===== src/rtl/sfr_pkg.sv =====
// Shared types, constants and the CRC-16/XMODEM byte update for the
// silence-framed receiver. No dependencies.
package sfr_pkg;

    localparam int MAX_FRAME_DEF = 2048;
    localparam int MIN_FRAME_DEF = 4;

    localparam logic [7:0]  ADDR_RST     = 8'd10;
    localparam logic [15:0] SIL_TICK_RST = 16'd50;
    localparam logic [15:0] CRC_POLY     = 16'h1021;
    localparam int          SIL_W        = 17;
    localparam logic [SIL_W-1:0] SIL_MAX = '1;

    localparam int CFG_IDX_W  = 1;
    localparam int CFG_DATA_W = 16;
    localparam logic [CFG_IDX_W-1:0] CFG_DEV_ADDR = 1'd0;
    localparam logic [CFG_IDX_W-1:0] CFG_SIL_TICK = 1'd1;

    localparam logic OP_BYTE = 1'b0;
    localparam logic OP_TICK = 1'b1;

    localparam logic KIND_BYTE    = 1'b0;
    localparam logic KIND_VERDICT = 1'b1;

    localparam logic [2:0] V_ACCEPTED  = 3'd0;
    localparam logic [2:0] V_WRONG_ADR = 3'd1;
    localparam logic [2:0] V_BAD_CRC   = 3'd2;
    localparam logic [2:0] V_OVERFLOW  = 3'd3;
    localparam logic [2:0] V_TOO_SHORT = 3'd4;

    typedef struct packed {
        logic       opcode;
        logic [7:0] rx_byte;
    } t_in_item;

    typedef struct packed {
        logic        kind;
        logic [7:0]  data_byte;
        logic [10:0] position;
        logic [2:0]  verdict;
        logic [11:0] frame_length;
        logic        broadcast;
    } t_out_item;

    typedef struct packed {
        logic      valid;
        t_out_item item;
    } t_core_res;

    // MSB-first, init 0, no reflection, no final xor
    function automatic logic [15:0] crc16_byte(input logic [15:0] crc,
                                               input logic [7:0]  b);
        logic [15:0] c;
        c = crc ^ {b, 8'h00};
        for (int i = 0; i < 8; i++) begin
            c = c[15] ? ({c[14:0], 1'b0} ^ CRC_POLY) : {c[14:0], 1'b0};
        end
        return c;
    endfunction

endpackage


===== src/rtl/sfr_core.sv =====
// Frame state and per-request result logic of the silence-framed receiver.
// Depends on sfr_pkg.
module sfr_core #(
    parameter int MAX_FRAME = sfr_pkg::MAX_FRAME_DEF,
    parameter int MIN_FRAME = sfr_pkg::MIN_FRAME_DEF
) (
    input  logic              i_clk,
    input  logic              i_rst_n,
    input  logic              i_step,
    input  sfr_pkg::t_in_item i_item,
    input  logic [7:0]        i_dev_addr,
    input  logic [15:0]       i_sil_ticks,
    output sfr_pkg::t_core_res o_res
);
    import sfr_pkg::*;

    localparam int CW = $clog2(MAX_FRAME + 1);

    logic [SIL_W-1:0] r_sil,     n_sil;
    logic             r_run,     n_run;
    logic [CW-1:0]    r_cnt,     n_cnt;
    logic [7:0]       r_first,   n_first;
    logic [7:0]       r_older,   n_older;
    logic [7:0]       r_newer,   n_newer;
    logic [15:0]      r_crc,     n_crc;
    logic             r_ovf,     n_ovf;

    logic [SIL_W-1:0] sil_inc;
    logic             full;
    logic             bcast;

    always_comb begin
        n_sil   = r_sil;
        n_run   = r_run;
        n_cnt   = r_cnt;
        n_first = r_first;
        n_older = r_older;
        n_newer = r_newer;
        n_crc   = r_crc;
        n_ovf   = r_ovf;
        o_res   = '0;
        sil_inc = (r_sil == SIL_MAX) ? r_sil : r_sil + 1'b1;
        full    = (r_cnt >= CW'(MAX_FRAME));
        bcast   = (r_first == 8'd0);

        if (i_item.opcode == OP_BYTE) begin
            if (r_cnt == '0) begin
                n_run = 1'b1;
            end
            n_sil = '0;
            if (full) begin
                n_ovf = 1'b1;
            end else begin
                if (r_cnt == '0) begin
                    n_first = i_item.rx_byte;
                end
                // the last two bytes stay out of the CRC until displaced
                if (r_cnt >= CW'(2)) begin
                    n_crc = crc16_byte(r_crc, r_older);
                end
                n_older = r_newer;
                n_newer = i_item.rx_byte;
                n_cnt   = r_cnt + 1'b1;
                o_res.valid          = 1'b1;
                o_res.item.kind      = KIND_BYTE;
                o_res.item.data_byte = i_item.rx_byte;
                o_res.item.position  = 11'(r_cnt);
            end
        end else if (r_run) begin
            if (sil_inc <= {1'b0, i_sil_ticks}) begin
                n_sil = sil_inc;
            end else begin
                o_res.valid             = 1'b1;
                o_res.item.kind         = KIND_VERDICT;
                o_res.item.frame_length = 12'(r_cnt);
                o_res.item.broadcast    = bcast;
                if (r_ovf) begin
                    o_res.item.verdict = V_OVERFLOW;
                end else if (32'(r_cnt) < 32'(MIN_FRAME)) begin
                    o_res.item.verdict = V_TOO_SHORT;
                end else if (r_first != i_dev_addr && !bcast) begin
                    o_res.item.verdict = V_WRONG_ADR;
                end else if ({r_older, r_newer} != r_crc) begin
                    o_res.item.verdict = V_BAD_CRC;
                end else begin
                    o_res.item.verdict = V_ACCEPTED;
                end
                n_sil   = '0;
                n_run   = 1'b0;
                n_cnt   = '0;
                n_first = '0;
                n_older = '0;
                n_newer = '0;
                n_crc   = '0;
                n_ovf   = 1'b0;
            end
        end
    end

    always_ff @(posedge i_clk) begin
        if (!i_rst_n) begin
            r_sil   <= '0;
            r_run   <= 1'b0;
            r_cnt   <= '0;
            r_first <= '0;
            r_older <= '0;
            r_newer <= '0;
            r_crc   <= '0;
            r_ovf   <= 1'b0;
        end else if (i_step) begin
            r_sil   <= n_sil;
            r_run   <= n_run;
            r_cnt   <= n_cnt;
            r_first <= n_first;
            r_older <= n_older;
            r_newer <= n_newer;
            r_crc   <= n_crc;
            r_ovf   <= n_ovf;
        end
    end

endmodule


===== src/rtl/silence_framed_receiver_crc16.sv =====
// Top level of the silence-framed receiver with CRC-16/XMODEM check.
// Depends on sfr_pkg and sfr_core.
//
//  channel  | handshake                 | payload
//  ---------+---------------------------+------------------------------
//  in       | i_in_valid / o_in_stall   | i_in_data  (byte or tick)
//  out      | o_out_valid / i_out_stall | o_out_data (byte or verdict)
//  config   | i_cfg_we                  | i_cfg_index, i_cfg_data
//
// One request per cycle sustained while the output is not stalled; a taken
// request passes the input register, then the result register.
// The CRC byte update is a single unrolled XOR network in the core stage.
// A stalled output holds the input register; o_in_stall rises only then.
// Synchronous active-low reset empties both registers and clears the frame.
module silence_framed_receiver_crc16 #(
    parameter int MAX_FRAME = sfr_pkg::MAX_FRAME_DEF,
    parameter int MIN_FRAME = sfr_pkg::MIN_FRAME_DEF
) (
    input  logic                                i_clk,
    input  logic                                i_rst_n,
    input  logic                                i_in_valid,
    output logic                                o_in_stall,
    input  sfr_pkg::t_in_item                   i_in_data,
    output logic                                o_out_valid,
    input  logic                                i_out_stall,
    output sfr_pkg::t_out_item                  o_out_data,
    input  logic                                i_cfg_we,
    input  logic [sfr_pkg::CFG_IDX_W-1:0]       i_cfg_index,
    input  logic [sfr_pkg::CFG_DATA_W-1:0]      i_cfg_data
);
    import sfr_pkg::*;

    logic        r_in_valid, n_in_valid;
    t_in_item    r_in;
    logic        r_out_valid, n_out_valid;
    t_out_item   r_out;
    logic [7:0]  r_dev_addr;
    logic [15:0] r_sil_ticks;

    logic        step;
    logic        in_take;
    t_core_res   core_res;

    assign step       = r_in_valid && (!r_out_valid || !i_out_stall);
    assign o_in_stall = r_in_valid && !step;
    assign in_take    = i_in_valid && !o_in_stall;

    always_comb begin
        n_in_valid = r_in_valid;
        if (in_take) begin
            n_in_valid = 1'b1;
        end else if (step) begin
            n_in_valid = 1'b0;
        end
        n_out_valid = r_out_valid;
        if (step) begin
            n_out_valid = core_res.valid;
        end else if (!i_out_stall) begin
            n_out_valid = 1'b0;
        end
    end

    always_ff @(posedge i_clk) begin
        if (!i_rst_n) begin
            r_in_valid  <= 1'b0;
            r_out_valid <= 1'b0;
            r_dev_addr  <= ADDR_RST;
            r_sil_ticks <= SIL_TICK_RST;
        end else begin
            r_in_valid  <= n_in_valid;
            r_out_valid <= n_out_valid;
            if (i_cfg_we) begin
                unique case (i_cfg_index)
                    CFG_DEV_ADDR: r_dev_addr  <= i_cfg_data[7:0];
                    CFG_SIL_TICK: r_sil_ticks <= i_cfg_data;
                    default: ;
                endcase
            end
        end
    end

    always_ff @(posedge i_clk) begin
        if (in_take) begin
            r_in <= i_in_data;
        end
        if (step) begin
            r_out <= core_res.item;
        end
    end

    sfr_core #(
        .MAX_FRAME (MAX_FRAME),
        .MIN_FRAME (MIN_FRAME)
    ) u_core (
        .i_clk       (i_clk),
        .i_rst_n     (i_rst_n),
        .i_step      (step),
        .i_item      (r_in),
        .i_dev_addr  (r_dev_addr),
        .i_sil_ticks (r_sil_ticks),
        .o_res       (core_res)
    );

    assign o_out_valid = r_out_valid;
    assign o_out_data  = r_out;

`ifndef NO_ASSERTIONS
    a_rst_empty: assert property (@(posedge i_clk)
        !i_rst_n |=> !o_out_valid && !o_in_stall)
        else $error("registers not empty after reset");

    a_no_idle_stall: assert property (@(posedge i_clk) disable iff (!i_rst_n)
        r_in_valid && !r_out_valid |-> !o_in_stall)
        else $error("input stalled with free result register");

    a_verdict_range: assert property (@(posedge i_clk) disable iff (!i_rst_n)
        o_out_valid && o_out_data.kind == KIND_VERDICT |->
            o_out_data.verdict <= V_TOO_SHORT)
        else $error("verdict code out of range");

    a_byte_clean: assert property (@(posedge i_clk) disable iff (!i_rst_n)
        o_out_valid && o_out_data.kind == KIND_BYTE |->
            o_out_data.verdict == V_ACCEPTED && o_out_data.frame_length == '0
            && !o_out_data.broadcast)
        else $error("forwarded byte carries verdict fields");
`endif

endmodule


===== config.mk =====
export PLATFORM = sky130hd
export DESIGN_NAME = silence_framed_receiver_crc16
export DESIGN_NICKNAME = d
export VERILOG_FILES = /design/src/rtl/sfr_pkg.sv /design/src/rtl/sfr_core.sv /design/src/rtl/silence_framed_receiver_crc16.sv
export SDC_FILE = /design/constraint.sdc
export NUM_CORES = 1
export LEC_CHECK = 0
export BUFFER_PORTS_ARGS = -buffer_cell sky130_fd_sc_hd__buf_2
export CAP_MARGIN = 40
export CORE_UTILIZATION = 62
export CTS_CLUSTER_SIZE = 20
export DETAILED_ROUTE_END_ITERATION = 6
export PLACE_DENSITY = 0.84
export SYNTH_ARGS = -nofsm -noshare
export SYNTH_HDL_FRONTEND = slang
export SYNTH_SLANG_ARGS = --single-unit

===== constraint.sdc =====
create_clock -name i_clk -period 6.4 [get_ports i_clk]
set_clock_uncertainty 0.15 [all_clocks]
set_input_delay 0.32 -clock i_clk [delete_from_list [all_inputs] [get_ports i_clk]]
set_output_delay 0.32 -clock i_clk [all_outputs]
set_load 0.02 [all_outputs]

Word level (Yosys, flattened, before mapping)
Cells that the tools add are included.
Operators by class
  add/subtract/negate cells: 2
  $lt $le $gt $ge: 4
  eq/ne operators: 7
  mux-type cells: 50
  bitwise gates (word level): 12
  reductions and logical operators: 27
Operators by type and width (count)
  two-way mux 13 bit: 8
  two-way mux 16 bit: 5
  two-way mux 8 bit: 9
  two-way mux 17 bit: 4
  two-way mux 12 bit: 4
  inverter 3 bit: 8
  two-way mux 21 bit: 1
  adder 17 x 1 -> 17 bit, second input constant: 1
  == test 17 bit, second input constant: 1
  <= comparator 17 x 16 -> 1 bit: 1
  inequality test 16 bit: 1
  bitwise XOR 16 bit: 1
  adder 12 x 1 -> 12 bit, second input constant: 1
  greater-or-equal comparator 12 bit, second input constant: 1
  greater-or-equal comparator 12 x 2 -> 1 bit, second input constant: 1
  zero test 12 bit: 1
  < comparator 12 x 3 -> 1 bit, second input constant: 1
  two-way mux 1 bit: 12
  two-way mux 2 bit: 5
  AND reduction 5 bit: 2
  zero test 8 bit: 1
  inequality test 8 bit: 1
  AND reduction 2 bit: 4
  AND reduction 4 bit: 2
  other kinds (11): 26
Word-level totals
  flip-flop bits (word level): 142
  input port bits: 31
  output and inout port bits: 38
  word-level logic and storage cells: 123

Depth between registers and ports, before layout
  depth in word-level cells: 20
  mapped depth: 18

By module
A second synthesis with hierarchy kept.
Second synthesis, totals
  cell total of the unflattened synthesis: 677
  area total of the unflattened synthesis: 6759.0 sq um
Modules (own cells, without submodules)
  sfr_core: instances 1, cells an instance 520, area an instance 4329.2 sq um, sequential area each 1421.4 sq um
  silence_framed_receiver_crc16: instances 1, cells an instance 157, area an instance 2429.8 sq um, sequential area each 1871.8 sq um

Least setup slack after synthesis
OpenSTA, ideal clock, no wires.
  path type: reg-to-reg
  start point: reg u_core.r_sil[0]
  end point: reg r_out (netlist bit o_out_data[7]) (data pin)
  arrival: 3.886 ns
  data required time: 6.119 ns
  slack: 2.233 ns
  cell stages (with the launch flop): 19
  cell sequence: dfxtp_1 > ha_1 > and3_1 > clkbuf_1 > a31oi_1 > nand3_1 > or3_1 > xnor2_1 > ha_1 > nand3_1 > nor3_1 > o21ai_0 > a21oi_1 > nor2_2 > or2_2 > buf_2 > inv_1 > buf_2 > and2_1
On the way
  cells in the longest elaborated chain, start to end: 4
  elaborated cells on any way between the ends: 5
RTL lines
  start: declaration: line sfr_core.sv:19  | logic [SIL_W-1:0] r_sil, n_sil;
  start signal: assignment: line sfr_core.sv:111  | r_sil <= n_sil;
  adder 17 x 1 -> 17 bit / == test 17 bit (equally long branches): line sfr_core.sv:42  | sil_inc = (r_sil == SIL_MAX) ? r_sil : r_sil + 1'b1;
  two-way mux 17 bit *: line sfr_core.sv:42
  <= comparator 17 x 16 -> 1 bit *: line sfr_core.sv:70  | if (sil_inc <= {1'b0, i_sil_ticks}) begin
  OR reduction 3 bit (no line) *
  end signal: assignment: line silence_framed_receiver_crc16.sv:87  | r_out <= core_res.item;
  end: declaration: line silence_framed_receiver_crc16.sv:36  | t_out_item r_out;
Mark *: on every way between the ends. The rest lies on a longest branch, timed or not.
A chain may end at the register's enable or synchronous reset.

Worst setup path after layout
  start point: reg u_core.r_sil[0]
  end point: reg u_core.r_crc[14]
On the way
  cells in the longest elaborated chain, start to end: 5
  elaborated cells on any way between the ends: 6
RTL lines
  adder 17 x 1 -> 17 bit / == test 17 bit (equally long branches): line sfr_core.sv:42
  two-way mux 17 bit *: line sfr_core.sv:42
  <= comparator 17 x 16 -> 1 bit *: line sfr_core.sv:70
  inequality test 2 bit (no line) *
  AND reduction 5 bit (no line) *
  end signal: assignment: line sfr_core.sv:117  | r_crc <= n_crc;
  end: declaration: line sfr_core.sv:25  | logic [15:0] r_crc, n_crc;
Marked as above.

==> impl_metrics.ini <==
[outcome]
status = finished, final reports clean

[die]
die_h_um = 104
dieArea_um2 = 10800
ios = 69
num_rows = 36
coreArea_um2 = 9950
dieWidth_um = 104
initial_core_util_pct = 64.9

[global_routing]
grt_usage_pct = 29.5
grt_start_max_net_pins = 60
grt.overflow.total = 0
grt_pass1_vias = 5200
grt_pass1_wl_um = 25100
antenna_found_initial = 0

[placement]
routabilityCongestion = 0.874
hpwlAfterDp_um = 9730
post-place-ws_ns = 1.32
portBuffers = 68

[setup_path]
critical_path_class = reg2reg
r2r_cells = 14
r2r-end = u_core.r_crc[14]
crit-reg2reg-launch = u_core.r_sil[0]
setup.worst_path.start_class = flop
worst-path-max-fanout = 24
required_ns = 6.67
cpPeakStageDelay_ns = 0.78
worstSetupEndpointType = flop
critPathArrivalTime_ns = 5.58
cp_slowest_cell = or2_1
rrSetupSlack_ns = 1.09
crit_family = simple AND/OR/NAND/NOR gates
worst-path-buf-inv = 0
crit_chain = ha_1 -> and3_1 -> a31oi_1 -> nand3_1 -> or3_1 -> xnor2_1 -> ha_1 -> nand3_1 -> nor3_1 -> o21ai_0 -> a211oi_2 -> or2_1 -> nor2_4 -> a22o_1

[flow_run]
cap_violations = 0

[route]
ant_nets = 0
num_vias = 5210
drt_iter0_markers = 381
wl_per_cell_um = 17.2
post_drt_via_cell_ratio = 5.87
first_pass_iters = 5
routed_wirelength_um = 15200
route.detailed.drc = 0

[synth]
synth_common_cells = nand2_1 (113), dfxtp_1 (97), edfxtp_1 (45)
synth_edf_count = 45
yosys.cell_types.count = 51
synth_cells = 654
avgSynthCellArea_um2 = 9.88
ys_ff_latch = 142
synth_top_area_share_pct = 30.1
yosys-top-cells-area = dfxtp_1 (30%), edfxtp_1 (21%), nand2_1 (6.6%)
seq_area_frac_synth_pct = 51.0
ys_warn_count = 0
yosysTopAreaCell = dfxtp_1
yosysMostFrequentCell = nand2_1
syn_area_um2 = 6460
synthFlopType = dfxtp_1
async_reset_ff_share_pct = 0
synth.net_count = 704

[clocking]
clkSinkCount = 142
postCtsSetupBuffers = 0
clk_latency_ns = 0.54
postCtsResizedCells = 0
clk_pin_slew_worst_paths_ns = 0.06
cts_buffers = 17
clockBufferDepth = 2
htree_levels = 4
clock-root-buffer = clkbuf_8
cts_tree = yes
cts_hold_buf = 27

[timing]
max_freq_ghz = 0.189
fin_setup_tns_ns = 0
finalHoldViolations = 0
fin_ws_ns = 1.09
hold_slack_ns = 0.0714
grt_setup_unrepaired = no
drv_slew = 0
finalSetupViolCount = 0
finalCriticalPeriod_ns = 5.31
worstMarginPinSlew_ns = 0.918
max_slew_margin_pct = 38.8
fin_crit_sh_pct = 82.9

[power]
powerDensity_nw_per_um2 = 266
p_leak_nw = 3.21
max-vdd-ir-drop_mv = 0.186

[finish]
drive_gt1_share_pct = 15.4
nets = 791
area_growth_pct = 20.0
diodes = 0
final_util_pct = 77.9

[min_path]
min_path_type = in2reg
min_to = r_dev_addr[3]
min_delay_path_depth = 3
timing.hold.worst.start = i_rst_n
==> logic make-up (layout without fill, tap and decap cells) <==
logic type	Yosys count	after routing	synth area share, %
compound gates	121	121	13.3
xor+xnor	57	57	7.73
fa+ha+maj	19	19	3.68
buf+inv	54	154	3.39
flops	142	142	51.0
mux	10	10	1.57
simple gates	251	251	19.3
==> worst max-delay path by stage <==
| stage | start | to | slack (ns) | cells past startpoint |
|---|---|---|---|---|
| 6_report | u_core.r_sil[0] | u_core.r_crc[14] | 1.09 | 14 |
| 5_1_grt | u_core.r_sil[0] | u_core.r_crc[14] | 0.72 | 14 |
| 4_1_cts | u_core.r_sil[0] | u_core.r_crc[14] | 1.21 | 14 |
| 3_5_place_dp | u_core.r_sil[0] | u_core.r_crc[3] | 1.32 | 14 |
| 3_3_place_gp | u_core.r_sil[0] | u_core.r_crc[13] | 1.60 | 14 |
| 2_1_floorplan | u_core.r_sil[0] | o_out_data[7] | 2.23 | 18 |
==> worst min-delay path, cell delays in order <==
cell and delay, ns:
buf_2 0.11, buf_12 0.18, nand3_1 0.09
==> routing by layer <==
| layer | track usage [%] | routed length (µm) | vias to the layer above |
|---|---|---|---|
| met3 | 6.83 | 936 | 43 |
| met4 | 13.2 | 411 | 0 |
| met1 | 35.4 | 6200 | 2473 |
| met5 | 0 | 0 | - |
| met2 | 50.5 | 7660 | 227 |
| li1 | - | - | 2467 |
==> cell usage in the layout (no fill, tap or decap), types with 20 or more instances in the layout <==
master and n:
dfxtp_1 97, xnor2_1 37, edfxtp_1 45, a21oi_1 29
buf_2 68, inv_1 22, xor2_1 20, and2_1 32
a21boi_0 22, dlygate4sd3_1 27, nand2_1 113, a22o_1 25
==> layout make-up <==
| cell class | count | area, µm² |
|---|---|---|
| multi-input combinational | 458 | 2950 |
| sequential | 142 | 3290 |
| clock inverter | 12 | 119 |
| tap | 133 | 166 |
| fill | 623 | 2200 |
| clock buffer | 20 | 468 |
| timing repair buffer | 100 | 673 |
| inverter | 22 | 82.6 |
==> through the flow <==
stage,instance area (µm²),instances,power [mW]
after floorplan,6460,654,1.05
after global placement,6850,825,1.09
after detailed placement,6900,828,1.09
after CTS,7750,887,2.06
after global routing,7750,887,2.11
final,7750,887,2.06
==> where the power goes <==
part           internal, mW  total [mW]  switching [mW]
Sequential            0.950       0.963          0.0129
Clock                 0.570       0.971           0.402
Combinational        0.0519       0.128          0.0765
Total                  1.57        2.06           0.491
==> flip-flops by register name, indices dropped and copies added, names as in the netlist <==
name,flops
u_core.r_run,1
u_core.r_sil,17
r_in_valid,1
u_core.r_cnt,12
r_in,9
u_core.r_crc,16
o_out_data,36
o_out_valid,1
u_core.r_ovf,1
r_sil_ticks,16
r_dev_addr,8
u_core.r_newer,8
u_core.r_first,8
u_core.r_older,8
Power figures use the tool's default switching activity.
